**src/rtl/harp_pkg.sv**
```systemverilog
// Package of the hex address range parser: types, character codes, digit decoder.
package harp_pkg;

   localparam int CHAR_W  = 8;
   localparam int VALUE_W = 64;
   localparam int COUNT_W = 5;
   localparam int POS_W   = 2;

   typedef logic [CHAR_W-1:0]  char_type;
   typedef logic [VALUE_W-1:0] value_type;
   typedef logic [COUNT_W-1:0] count_type;
   typedef logic [POS_W-1:0]   pos_type;

   // character codes
   localparam char_type CHAR_NUL  = 8'h00;
   localparam char_type CHAR_TICK = 8'h60;
   localparam char_type CHAR_X    = 8'h78;
   localparam char_type CHAR_DASH = 8'h2D;
   localparam char_type CHAR_0    = 8'h30;
   localparam char_type CHAR_9    = 8'h39;
   localparam char_type CHAR_LA   = 8'h61;
   localparam char_type CHAR_LF   = 8'h66;
   localparam char_type CHAR_UA   = 8'h41;
   localparam char_type CHAR_UF   = 8'h46;
   localparam char_type HEX_TEN   = 8'd10;

   // field limits
   localparam count_type MAX_DIGITS = 5'd16;
   localparam pos_type   POS_FIRST  = 2'd0;
   localparam pos_type   POS_SECOND = 2'd1;
   localparam pos_type   POS_MAX    = 2'd2;

   typedef struct packed {
      logic       ok;
      logic [3:0] val;
   } digit_type;

   // word held in the input register
   typedef struct packed {
      logic     valid;
      char_type character;
   } step_type;

   // finished result handed to the output register
   typedef struct packed {
      logic      emit;
      value_type low_value;
      value_type high_value;
   } result_type;

   function automatic digit_type hex_decode(input char_type c);
      digit_type d;
      char_type  t;
      d = '0;
      t = '0;
      if (c >= CHAR_0 && c <= CHAR_9) begin
         t = c - CHAR_0;
         d.ok = 1'b1;
      end else if (c >= CHAR_LA && c <= CHAR_LF) begin
         t = c - CHAR_LA + HEX_TEN;
         d.ok = 1'b1;
      end else if (c >= CHAR_UA && c <= CHAR_UF) begin
         t = c - CHAR_UA + HEX_TEN;
         d.ok = 1'b1;
      end
      d.val = t[3:0];
      return d;
   endfunction

endpackage

```
**src/rtl/harp_if.sv**
```systemverilog
// Valid/ready channel interfaces for characters in and parsed values out.
interface harp_req_if import harp_pkg::*; ();
   logic     valid;
   logic     ready;
   char_type character;

   modport source (output valid, output character, input ready);
   modport sink (input valid, input character, output ready);
endinterface

interface harp_rsp_if import harp_pkg::*; ();
   logic      valid;
   logic      ready;
   value_type low_value;
   value_type high_value;

   modport source (output valid, output low_value, output high_value, input ready);
   modport sink (input valid, input low_value, input high_value, output ready);
endinterface

```
**src/rtl/harp_in_stage.sv**
```systemverilog
// Input register: holds one character word until the parser consumes it.
module harp_in_stage import harp_pkg::*; (
   input  logic       clock,
   input  logic       reset,
   harp_req_if.sink   req_chan,
   input  logic       consume,
   output step_type   step
);

   logic     valid_ff, valid_in;
   char_type char_ff, char_in;
   logic     take;

   // accept whenever the register is empty or being drained this cycle
   assign req_chan.ready = !valid_ff || consume;
   assign take           = req_chan.valid && req_chan.ready;

   always_comb begin
      valid_in = valid_ff;
      char_in  = char_ff;
      if (take) begin
         valid_in = 1'b1;
         char_in  = req_chan.character;
      end else if (consume) begin
         valid_in = 1'b0;
      end
   end

   always_ff @(posedge clock) begin
      if (reset) begin
         valid_ff <= 1'b0;
      end else begin
         valid_ff <= valid_in;
      end
   end

   always_ff @(posedge clock) begin
      char_ff <= char_in;
   end

   assign step.valid     = valid_ff;
   assign step.character = char_ff;

endmodule

```
**src/rtl/harp_field.sv**
```systemverilog
// Parser state: per-character field update and range result at the terminator.
module harp_field import harp_pkg::*; (
   input  logic       clock,
   input  logic       reset,
   input  step_type   step,
   input  logic       range_mode,
   input  logic       out_free,
   output logic       consume,
   output result_type result
);

   value_type acc_ff, acc_in;
   count_type cnt_ff, cnt_in;
   pos_type   pos_ff, pos_in;
   logic      zero_ff, zero_in;
   logic      inval_ff, inval_in;
   logic      stop_ff, stop_in;
   logic      second_ff, second_in;
   value_type first_ff, first_in;

   char_type  c;
   digit_type dig;
   value_type shifted;
   count_type cnt_inc;
   value_type field_val;
   logic      is_nul;

   assign c       = step.character;
   assign is_nul  = (c == CHAR_NUL);
   assign dig     = hex_decode(c);
   assign shifted = {acc_ff[VALUE_W-5:0], dig.val};
   assign cnt_inc = cnt_ff + 1'b1;

   // a terminator waits for room in the output register
   assign consume = step.valid && (!is_nul || out_free);

   // value of the current field, zero when invalid or overlong
   assign field_val = (inval_ff || stop_ff || cnt_ff > MAX_DIGITS) ? '0 : acc_ff;

   // next state
   always_comb begin
      acc_in    = acc_ff;
      cnt_in    = cnt_ff;
      pos_in    = pos_ff;
      zero_in   = zero_ff;
      inval_in  = inval_ff;
      stop_in   = stop_ff;
      second_in = second_ff;
      first_in  = first_ff;
      if (consume) begin
         if (is_nul || (range_mode && c == CHAR_DASH && !second_ff)) begin
            acc_in   = '0;
            cnt_in   = '0;
            pos_in   = POS_FIRST;
            zero_in  = 1'b0;
            inval_in = 1'b0;
            stop_in  = 1'b0;
            if (is_nul) begin
               second_in = 1'b0;
               first_in  = '0;
            end else begin
               second_in = 1'b1;
               first_in  = field_val;
            end
         end else begin
            if (pos_ff != POS_MAX) begin
               pos_in = pos_ff + 1'b1;
            end
            if (!(inval_ff || stop_ff)) begin
               if (pos_ff == POS_FIRST) begin
                  zero_in = (c == CHAR_0);
               end
               if (pos_ff == POS_SECOND && c == CHAR_X && zero_ff) begin
                  // leading 0x prefix
                  acc_in = '0;
                  cnt_in = '0;
               end else if (c == CHAR_TICK) begin
                  // separator, skipped
               end else if (!dig.ok) begin
                  inval_in = 1'b1;
               end else begin
                  acc_in = shifted;
                  if (shifted != '0) begin
                     cnt_in = cnt_inc;
                     if (cnt_inc > MAX_DIGITS) begin
                        stop_in = 1'b1;
                     end
                  end
               end
            end
         end
      end
   end

   // result at the terminator
   always_comb begin
      result.emit       = consume && is_nul;
      result.low_value  = '0;
      result.high_value = '0;
      if (!range_mode) begin
         result.low_value = field_val;
      end else if (second_ff) begin
         if (first_ff > field_val) begin
            result.low_value  = field_val;
            result.high_value = first_ff;
         end else begin
            result.low_value  = first_ff;
            result.high_value = field_val;
         end
      end
   end

   always_ff @(posedge clock) begin
      if (reset) begin
         acc_ff    <= '0;
         cnt_ff    <= '0;
         pos_ff    <= POS_FIRST;
         zero_ff   <= 1'b0;
         inval_ff  <= 1'b0;
         stop_ff   <= 1'b0;
         second_ff <= 1'b0;
         first_ff  <= '0;
      end else begin
         acc_ff    <= acc_in;
         cnt_ff    <= cnt_in;
         pos_ff    <= pos_in;
         zero_ff   <= zero_in;
         inval_ff  <= inval_in;
         stop_ff   <= stop_in;
         second_ff <= second_in;
         first_ff  <= first_in;
      end
   end

endmodule

```
**src/rtl/harp_out_stage.sv**
```systemverilog
// Output register: holds one result word until the receiver takes it.
module harp_out_stage import harp_pkg::*; (
   input  logic       clock,
   input  logic       reset,
   input  result_type result,
   output logic       out_free,
   harp_rsp_if.source rsp_chan
);

   logic      valid_ff, valid_in;
   value_type low_ff, low_in;
   value_type high_ff, high_in;

   assign out_free = !valid_ff || rsp_chan.ready;

   always_comb begin
      valid_in = valid_ff;
      low_in   = low_ff;
      high_in  = high_ff;
      if (result.emit) begin
         valid_in = 1'b1;
         low_in   = result.low_value;
         high_in  = result.high_value;
      end else if (rsp_chan.ready) begin
         valid_in = 1'b0;
      end
   end

   always_ff @(posedge clock) begin
      if (reset) begin
         valid_ff <= 1'b0;
      end else begin
         valid_ff <= valid_in;
      end
   end

   always_ff @(posedge clock) begin
      low_ff  <= low_in;
      high_ff <= high_in;
   end

   assign rsp_chan.valid      = valid_ff;
   assign rsp_chan.low_value  = low_ff;
   assign rsp_chan.high_value = high_ff;

endmodule

```
**src/rtl/hex_address_range_parser.sv**
```systemverilog
// Top level of the hex value / address range parser.
// Usage:
//   req_chan carries one ASCII character per word. A zero character ends the
//   string; only then is one word sent on rsp_chan (low_value, high_value).
//   Other characters produce no output word.
//   csr_wr_en / csr_wr_data write range_mode (0: one hex value, 1: low-high
//   range); write it only while no string is in flight.
// Timing:
//   One character is accepted every cycle while no terminator waits in the
//   input register. A character is registered in the input register, then the
//   field state updates and, for a terminator, the result is loaded into the
//   output register, which drives rsp_chan.valid and holds the word until the
//   receiver takes it.
// Reset:
//   Synchronous reset clears range_mode, all field state and the valid bits of both registers.
// Stall:
//   While rsp_chan.ready is low, the output word holds and ordinary
//   characters keep flowing; a second terminator waits in the input register,
//   and only then does req_chan.ready drop.
module hex_address_range_parser import harp_pkg::*; (
   input  logic       clock,
   input  logic       reset,
   harp_req_if.sink   req_chan,
   harp_rsp_if.source rsp_chan,
   input  logic       csr_wr_en,
   input  logic       csr_wr_data
);

   logic       mode_ff, mode_in;
   step_type   step;
   logic       consume;
   logic       out_free;
   result_type result;

   // configuration register
   assign mode_in = csr_wr_en ? csr_wr_data : mode_ff;

   always_ff @(posedge clock) begin
      if (reset) begin
         mode_ff <= 1'b0;
      end else begin
         mode_ff <= mode_in;
      end
   end

   harp_in_stage u_in_stage (
      .clock    (clock),
      .reset    (reset),
      .req_chan (req_chan),
      .consume  (consume),
      .step     (step)
   );

   harp_field u_field (
      .clock      (clock),
      .reset      (reset),
      .step       (step),
      .range_mode (mode_ff),
      .out_free   (out_free),
      .consume    (consume),
      .result     (result)
   );

   harp_out_stage u_out_stage (
      .clock    (clock),
      .reset    (reset),
      .result   (result),
      .out_free (out_free),
      .rsp_chan (rsp_chan)
   );

endmodule

```
**src/flat_wrapper.sv**
```systemverilog
// flat-port wrapper written by rule: the top's interface ports become plain ports
module hex_address_range_parser_flat import harp_pkg::*;
  (clock, reset, csr_wr_en, csr_wr_data, req_chan_valid, req_chan_character, req_chan_ready, rsp_chan_valid, rsp_chan_low_value, rsp_chan_high_value, rsp_chan_ready);
  harp_req_if req_chan_i ();
  harp_rsp_if rsp_chan_i ();
  input  logic clock;
  input  logic reset;
  input  logic csr_wr_en;
  input  logic csr_wr_data;
  input wire logic [$bits(req_chan_i.valid)-1:0] req_chan_valid;
  input wire logic [$bits(req_chan_i.character)-1:0] req_chan_character;
  output wire logic [$bits(req_chan_i.ready)-1:0] req_chan_ready;
  output wire logic [$bits(rsp_chan_i.valid)-1:0] rsp_chan_valid;
  output wire logic [$bits(rsp_chan_i.low_value)-1:0] rsp_chan_low_value;
  output wire logic [$bits(rsp_chan_i.high_value)-1:0] rsp_chan_high_value;
  input wire logic [$bits(rsp_chan_i.ready)-1:0] rsp_chan_ready;
  assign req_chan_i.valid = req_chan_valid;
  assign req_chan_i.character = req_chan_character;
  assign req_chan_ready = req_chan_i.ready;
  assign rsp_chan_valid = rsp_chan_i.valid;
  assign rsp_chan_low_value = rsp_chan_i.low_value;
  assign rsp_chan_high_value = rsp_chan_i.high_value;
  assign rsp_chan_i.ready = rsp_chan_ready;
  hex_address_range_parser u_core (.clock(clock), .reset(reset), .req_chan(req_chan_i), .rsp_chan(rsp_chan_i), .csr_wr_en(csr_wr_en), .csr_wr_data(csr_wr_data));
endmodule
```
**config.mk**
```make
export PLATFORM = sky130hd
export DESIGN_NAME = hex_address_range_parser_flat
export DESIGN_NICKNAME = d
export VERILOG_FILES = /design/src/rtl/harp_pkg.sv /design/src/rtl/harp_if.sv /design/src/rtl/harp_in_stage.sv /design/src/rtl/harp_field.sv /design/src/rtl/harp_out_stage.sv /design/src/rtl/hex_address_range_parser.sv /design/src/flat_wrapper.sv
export SDC_FILE = /design/constraint.sdc
export NUM_CORES = 1
export LEC_CHECK = 0
export BUFFER_PORTS_ARGS = -buffer_cell sky130_fd_sc_hd__clkbuf_2
export CORE_MARGIN = 2
export CORE_UTILIZATION = 30
export CTS_BUF_LIST = sky130_fd_sc_hd__clkbuf_8
export DETAILED_ROUTE_END_ITERATION = 10
export HOLD_SLACK_MARGIN = 0.03
export PLACE_DENSITY_LB_ADDON = 0.2
export SYNTH_ARGS = -nofsm -noshare
export SYNTH_HDL_FRONTEND = slang
export SYNTH_HIERARCHICAL = 1
export SYNTH_SLANG_ARGS = --single-unit
```
**constraint.sdc**
```tcl
create_clock -name clock -period 12.83 [get_ports clock]
set_input_delay 1.283 -clock clock [delete_from_list [all_inputs] [get_ports clock]]
set_output_delay 1.283 -clock clock [all_outputs]
set_load 0.02 [all_outputs]
```
# [Word-level counts from Yosys, hierarchy flattened]
# Cells that the tools add are included.
[word_totals] inputBits=14 ff_bits=278 rom_bits=0 latch_bits=0 elab_cells=125 mem_bits_rw=0 memories=0 out_inout_bits=130
[op_classes] addsub=7 n_mux=44 mul=0 n_lt_le_gt_ge=9 shifts=0 bitwise_logic=0 reduce_logical=40 div=0 eq_ne=11
[ops] op="2-to-1 mux 64 bit" count=8
[ops] op="2-to-1 mux 128 bit" count=2
[ops] op="greater-than comparator 64 bit" count=1
[ops] op="nonzero test 64 bit" count=1
[ops] op="2-to-1 mux 5 bit" count=6
[ops] op="2-to-1 mux 1 bit" count=23
[ops] op="equality test 8 x 6 -> 1 bit, second input constant" count=2
[ops] op="equality test 8 x 7 -> 1 bit, second input constant" count=2
[ops] op="greater-or-equal comparator 8 x 7 -> 1 bit, second input constant" count=2
[ops] op="<= comparator 8 x 7 -> 1 bit, second input constant" count=2
[ops] op="nonzero test 2 bit" count=7
[ops] op="2-to-1 mux 4 bit" count=3
[ops] op="subtractor 4 x 1 -> 4 bit, second input constant" count=3
[ops] op="greater-than comparator 5 bit, second input constant" count=2
[ops] op="logical AND 1 bit" count=10
[ops] op="AND reduction 5 bit" count=2
[ops] op="adder 4 bit, second input constant" count=2
[ops] op="greater-or-equal comparator 8 x 6 -> 1 bit, second input constant" count=1
[ops] op="<= comparator 8 x 6 -> 1 bit, second input constant" count=1
[ops] op="zero test 8 bit" count=1
[ops] op="AND reduction 7 bit" count=1
[ops] op="logical OR 1 bit" count=6
[ops] op="!= test 2 bit, second input constant" count=3
[ops] op="AND reduction 2 bit" count=3
[ops] op="11 further kinds" count=17

# [Depth between registers and ports, before layout]
[depth] depth_word=12 mapped_depth=18 mapped_depth_nobuf=14

# [Cells and area by module]
# The synthesis kept the hierarchy.
[modules_own_cells] module="harp_field" area_per_inst_um2=9846.9 cells_per_inst=1329 instances=1 seq_area_each_um2=2782.7
[modules_own_cells] module="harp_out_stage" area_per_inst_um2=3890.0 cells_per_inst=132 instances=1 seq_area_each_um2=3863.7
[modules_own_cells] module="harp_in_stage" area_per_inst_um2=302.8 cells_per_inst=14 instances=1 seq_area_each_um2=260.2
[modules_own_cells] module="hex_address_range_parser" area_per_inst_um2=33.8 cells_per_inst=3 instances=1 seq_area_each_um2=20.0

# [Worst setup path before layout]
# No wires, ideal clock.
[synth_path] kind="input to register" from="in rsp_chan_ready" to="reg u_core.u_out_stage.valid_ff, in the netlist u_core/u_out_stage/rsp_chan.valid" cell_stages=5 path_buffers=0 t_arrival_ns=10.936 setup_time_ns=0.089 path_slack_ns=1.806 required_time_ns=12.741 cell_sequence="nand2b_4 o31ai_1 nor3_1 inv_1 a21oi_2"
[synth_lines] item="from (decl)" line_no="flat_wrapper.sv:16" source="input wire logic [$bits(rsp_chan_i.ready)-1:0] rsp_chan_ready;"
[synth_lines] item="to (signal assigned)" line_no="harp_out_stage.sv:33" source="valid_ff <= valid_in;"
[synth_lines] item="to (decl)" line_no="harp_out_stage.sv:10" source="logic valid_ff, valid_in;"

==> impl_results.md <==
* Outcome: finished clean
* Initial DRC count at 727
* FILL cells at 4,779
* Inserted Diodes at 0
* Clock Tree Buf Depth at 3
* Post-Syn Instances at 1,478
* Post-CTS Setup Bufs at 0
* Average size of a mapped cell at 9.522 sq um
* Pin count of the biggest net entering global routing at 83
* Vias in the first global route at 11,270
* Ports at 144
* Vias after detailed routing at 11,610
* Core region area at 46,460 sq um
* Initial Util at 30.29%
* Post-DR vias/cell at 5.229
* Buf/Inv on CP at 4
* Worst Setup Start Kind: flop
* Total clock buffers created by CTS at 51
* Period utilization at 50.68%
* P_leak at 5.838 nW
* Row Count at 79
* Max cap viols at 0
* Syn_nets at 1,565
* Nets@finish at 1,659
* Critical Path Slowest Stage Cell: nor4b_1
* Synth Register Bits at 278
* DR pass1 iterations at 5
* Global route overflow at 0
* Net switching power at 0.4573 mW
* Rel. slew slack at 33.27%
* Die width at 220.6 um
* Non-filler cells, final at 2,220
* IO buf count at 143
* Initial antenna violation count at 0
* Synth cell types at 63
* Combinational Power Share at 4.7%
* Worst-Skew Late Latency at 0.63 ns
* Number of hold buffers added after CTS at 0
* Placed insts at 2,125
* CP Max Fanout at 81
* Largest delay share family, worst path: simple AND/OR/NAND/NOR gates
* Unrepaired setup endpoints after global routing: no
* HPWL Detailed at 25,840 um
* Sequential Power Share at 51.7%
* Grt met2 use at 27.18%
* RePlAce Congestion at 0.7980
* Peak Freq at 153.8 MHz
* Share of cells above drive strength 1 at 14.94%
* Hold Violations, Final at 0
* Critical Path RT at 13.15 ns
* Fin. max-slew vios at 0
* Slowest stage delay, CP at 0.91 ns
* P&R area growth vs syn at 14.93%
* Top_reg_cell synth: dfxtp_1
* CTS H-tree depth at 2
* Die area at 48,660 sq um
* Async set or reset register ratio after synthesis at 0%
* Worst-margin pin slew at 0.9871 ns
* Count of final setup violators at 0
* Arr. time, crit path at 6.82 ns
* Crit-path most repeated cell: buf_4
* WL per Instance at 18.78 um
* Hold crit path type: flop to flop
* M1 GR Usage at 23.73%
* TritonCTS clock tree: yes
* Clk network pwr share at 43.5%
* Crit. End Element: flop
* Pint at 1.350 mW
* Worst vdd ir at 60.91 uV
* Netlist Area Pre-Place at 14,070 sq um
* DRT antenna net count at 0
* PwrDens at 111.7 nW/um^2
* Sw frac at 25.31%
* Met3 Usage GRT at 3.230%
* Die height at 220.6 um
* Crit Path Class: flop to flop
* Post-synthesis sequential area ratio at 49.22%
* Yosys warns at 6
* Number of remaining DRC errors at 0
* Clock Tree Root: clkbuf_8
* Post-synth EDFFs at 136
* Final wirelength at 41,690 um
* Clk sinks at 278
* Crit path cell chain: inv_1, ha_1, nand2_1, a211oi_4, buf_4, buf_4, nand2_1, ha_1, nand4_1, nor4b_1, nand4_1, a31oi_1, or4_2, and2_4, buf_4, o221ai_1
* First-pass GRT wire length at 65,070 um
* Global routing's busiest layer: met2
* Fin crit period at 6.502 ns
* GR Util All Layers at 17.08%
* Setup TNS at 0 ns
* Clk slew on worst S/H paths at 0.06 ns
* Worst Skew at 0.03954 ns
* PostCTS Resize Cnt at 0
## cell usage in the layout, fill, tap and decap left out, types with 4 or more instances in the layout
master,netlist,final
nor2_1,81,79
dfxtp_1,142,141
nor3_1,9,8
nor3b_1,19,19
a21oi_1,30,30
nor4_1,18,18
buf_4,1,18
ha_1,73,73
nor2b_1,61,61
nand4_1,21,21
o221ai_1,64,64
nand2_1,242,242
clkbuf_2,1,143
a31oi_1,66,66
nand3_1,119,119
a221oi_1,5,5
clkbuf_8,0,53
clkinv_1,0,9
inv_1,18,43
and3_1,47,47
o21ai_0,78,78
edfxtp_1,136,136
nand2b_1,4,4
mux2i_1,68,68
clkinv_2,0,4
## through the flow
| stage | power, mW | cell area (sq um) | worst slack, ns | hold slack [ns] | utilization, % |
|---|---|---|---|---|---|
| detailed placement | 1.039 | 15240 | 5.888 | 0.4521 | 32.81 |
| finish | 1.807 | 16170 | 6.328 | 0.4588 | 34.82 |
| global route | 1.887 | 16170 | 5.835 | 0.4976 | 34.82 |
| global placement | 1.038 | 15240 | 5.913 | 0.4445 | 32.81 |
| floorplan | 1.013 | 14070 | 1.806 | 0.4321 | - |
| CTS | 1.842 | 16170 | 5.858 | 0.4619 | 34.80 |
## final timing paths
check / slack (ns) / endpoint / from / depth (start not counted)
min: 0.46 / u_core/u_field/zero_ff / u_core/u_field/zero_ff / 2
max: 6.33 / u_core/u_out_stage/rsp_chan.low_value[46] / u_core/u_field/cnt_ff[0] / 16
max reg2reg: 6.33 / u_core/u_out_stage/rsp_chan.low_value[46] / u_core/u_field/cnt_ff[0] / 16
min reg2reg: 0.46 / u_core/u_field/zero_ff / u_core/u_field/zero_ff / 2
## layer usage
metal | part of all wire, % | routed length [um]
met5 | 0 | 0
met4 | 1.8 | 740
met3 | 5.5 | 2274
met2 | 46 | 19160
met1 | 47 | 19510
## Yosys cell counts (all sizes together) (6+ instances only)
cell type	count	share of area (%)
nand2	242	6.5
dfxtp	142	20
edfxtp	136	29
nand3	119	4.2
clkbuf	99	2.6
nor2	82	2.2
o21ai	78	2.8
ha	73	6.5
mux2i	68	4.8
a31oi	66	2.9
o221ai	64	4.0
nor2b	61	2.7
and3	47	2.1
a21oi	32	1.2
buf	22	0.82
nand4	21	0.93
nor3b	19	1.0
inv	18	0.48
nor4	18	0.80
nor3	9	0.32
nand2b	6	0.37
## sequential cells by signal, summed over array words and instances, names as in the netlist, 2 cells and up
name / cells
u_core/u_field/pos_ff: 2
u_core/u_in_stage/char_ff: 8
u_core/u_field/acc_ff: 64
u_core/u_out_stage/rsp_chan.high_value: 64
u_core/u_field/first_ff: 64
u_core/u_out_stage/rsp_chan.low_value: 64
u_core/u_field/cnt_ff: 5
## power by group through the flow
stage | registers [mW] | clock network, mW | logic [mW]
5_1_grt | 0.935 | 0.859 | 0.0928
4_1_cts | 0.935 | 0.822 | 0.0854
6_report | 0.935 | 0.787 | 0.0854
2_1_floorplan | 0.952 | 0 | 0.0613
3_3_place_gp | 0.953 | 0 | 0.0847
3_5_place_dp | 0.953 | 0 | 0.0851
## worst min-delay path, delay by kind of cell, from the launching register on
kind             cells  cell delay, ns
AO/OA/AOI/OAI        1            0.05
AND/OR/NAND/NOR      1            0.05
flip-flops           1            0.31
## layout make-up
class | instances | area [sq um] | share of cell area [%]
Timing Repair Buffer | 162 | 855.8 | 5.291
Inverter | 18 | 67.56 | 0.4177
Tap cell | 607 | 759.5 | 4.696
Clock buffer | 53 | 729.5 | 4.510
Clock inverter | 41 | 196.4 | 1.215
Sequential cell | 278 | 6928 | 42.83
Multi-Input combinational cell | 1061 | 6638 | 41.04
## cell families after synthesis
logic type                 share of synthesized area, %
AOI/OAI and AO/OA                                 12.99
xor gates and xnor gates                        0.06224
adders and majority gates                         6.490
buffers and inverters                             3.947
DFF                                               49.22
muxes                                             4.836
and+or+nand+nor                                   22.46
Note: power is estimated with default switching activity, not from simulation.
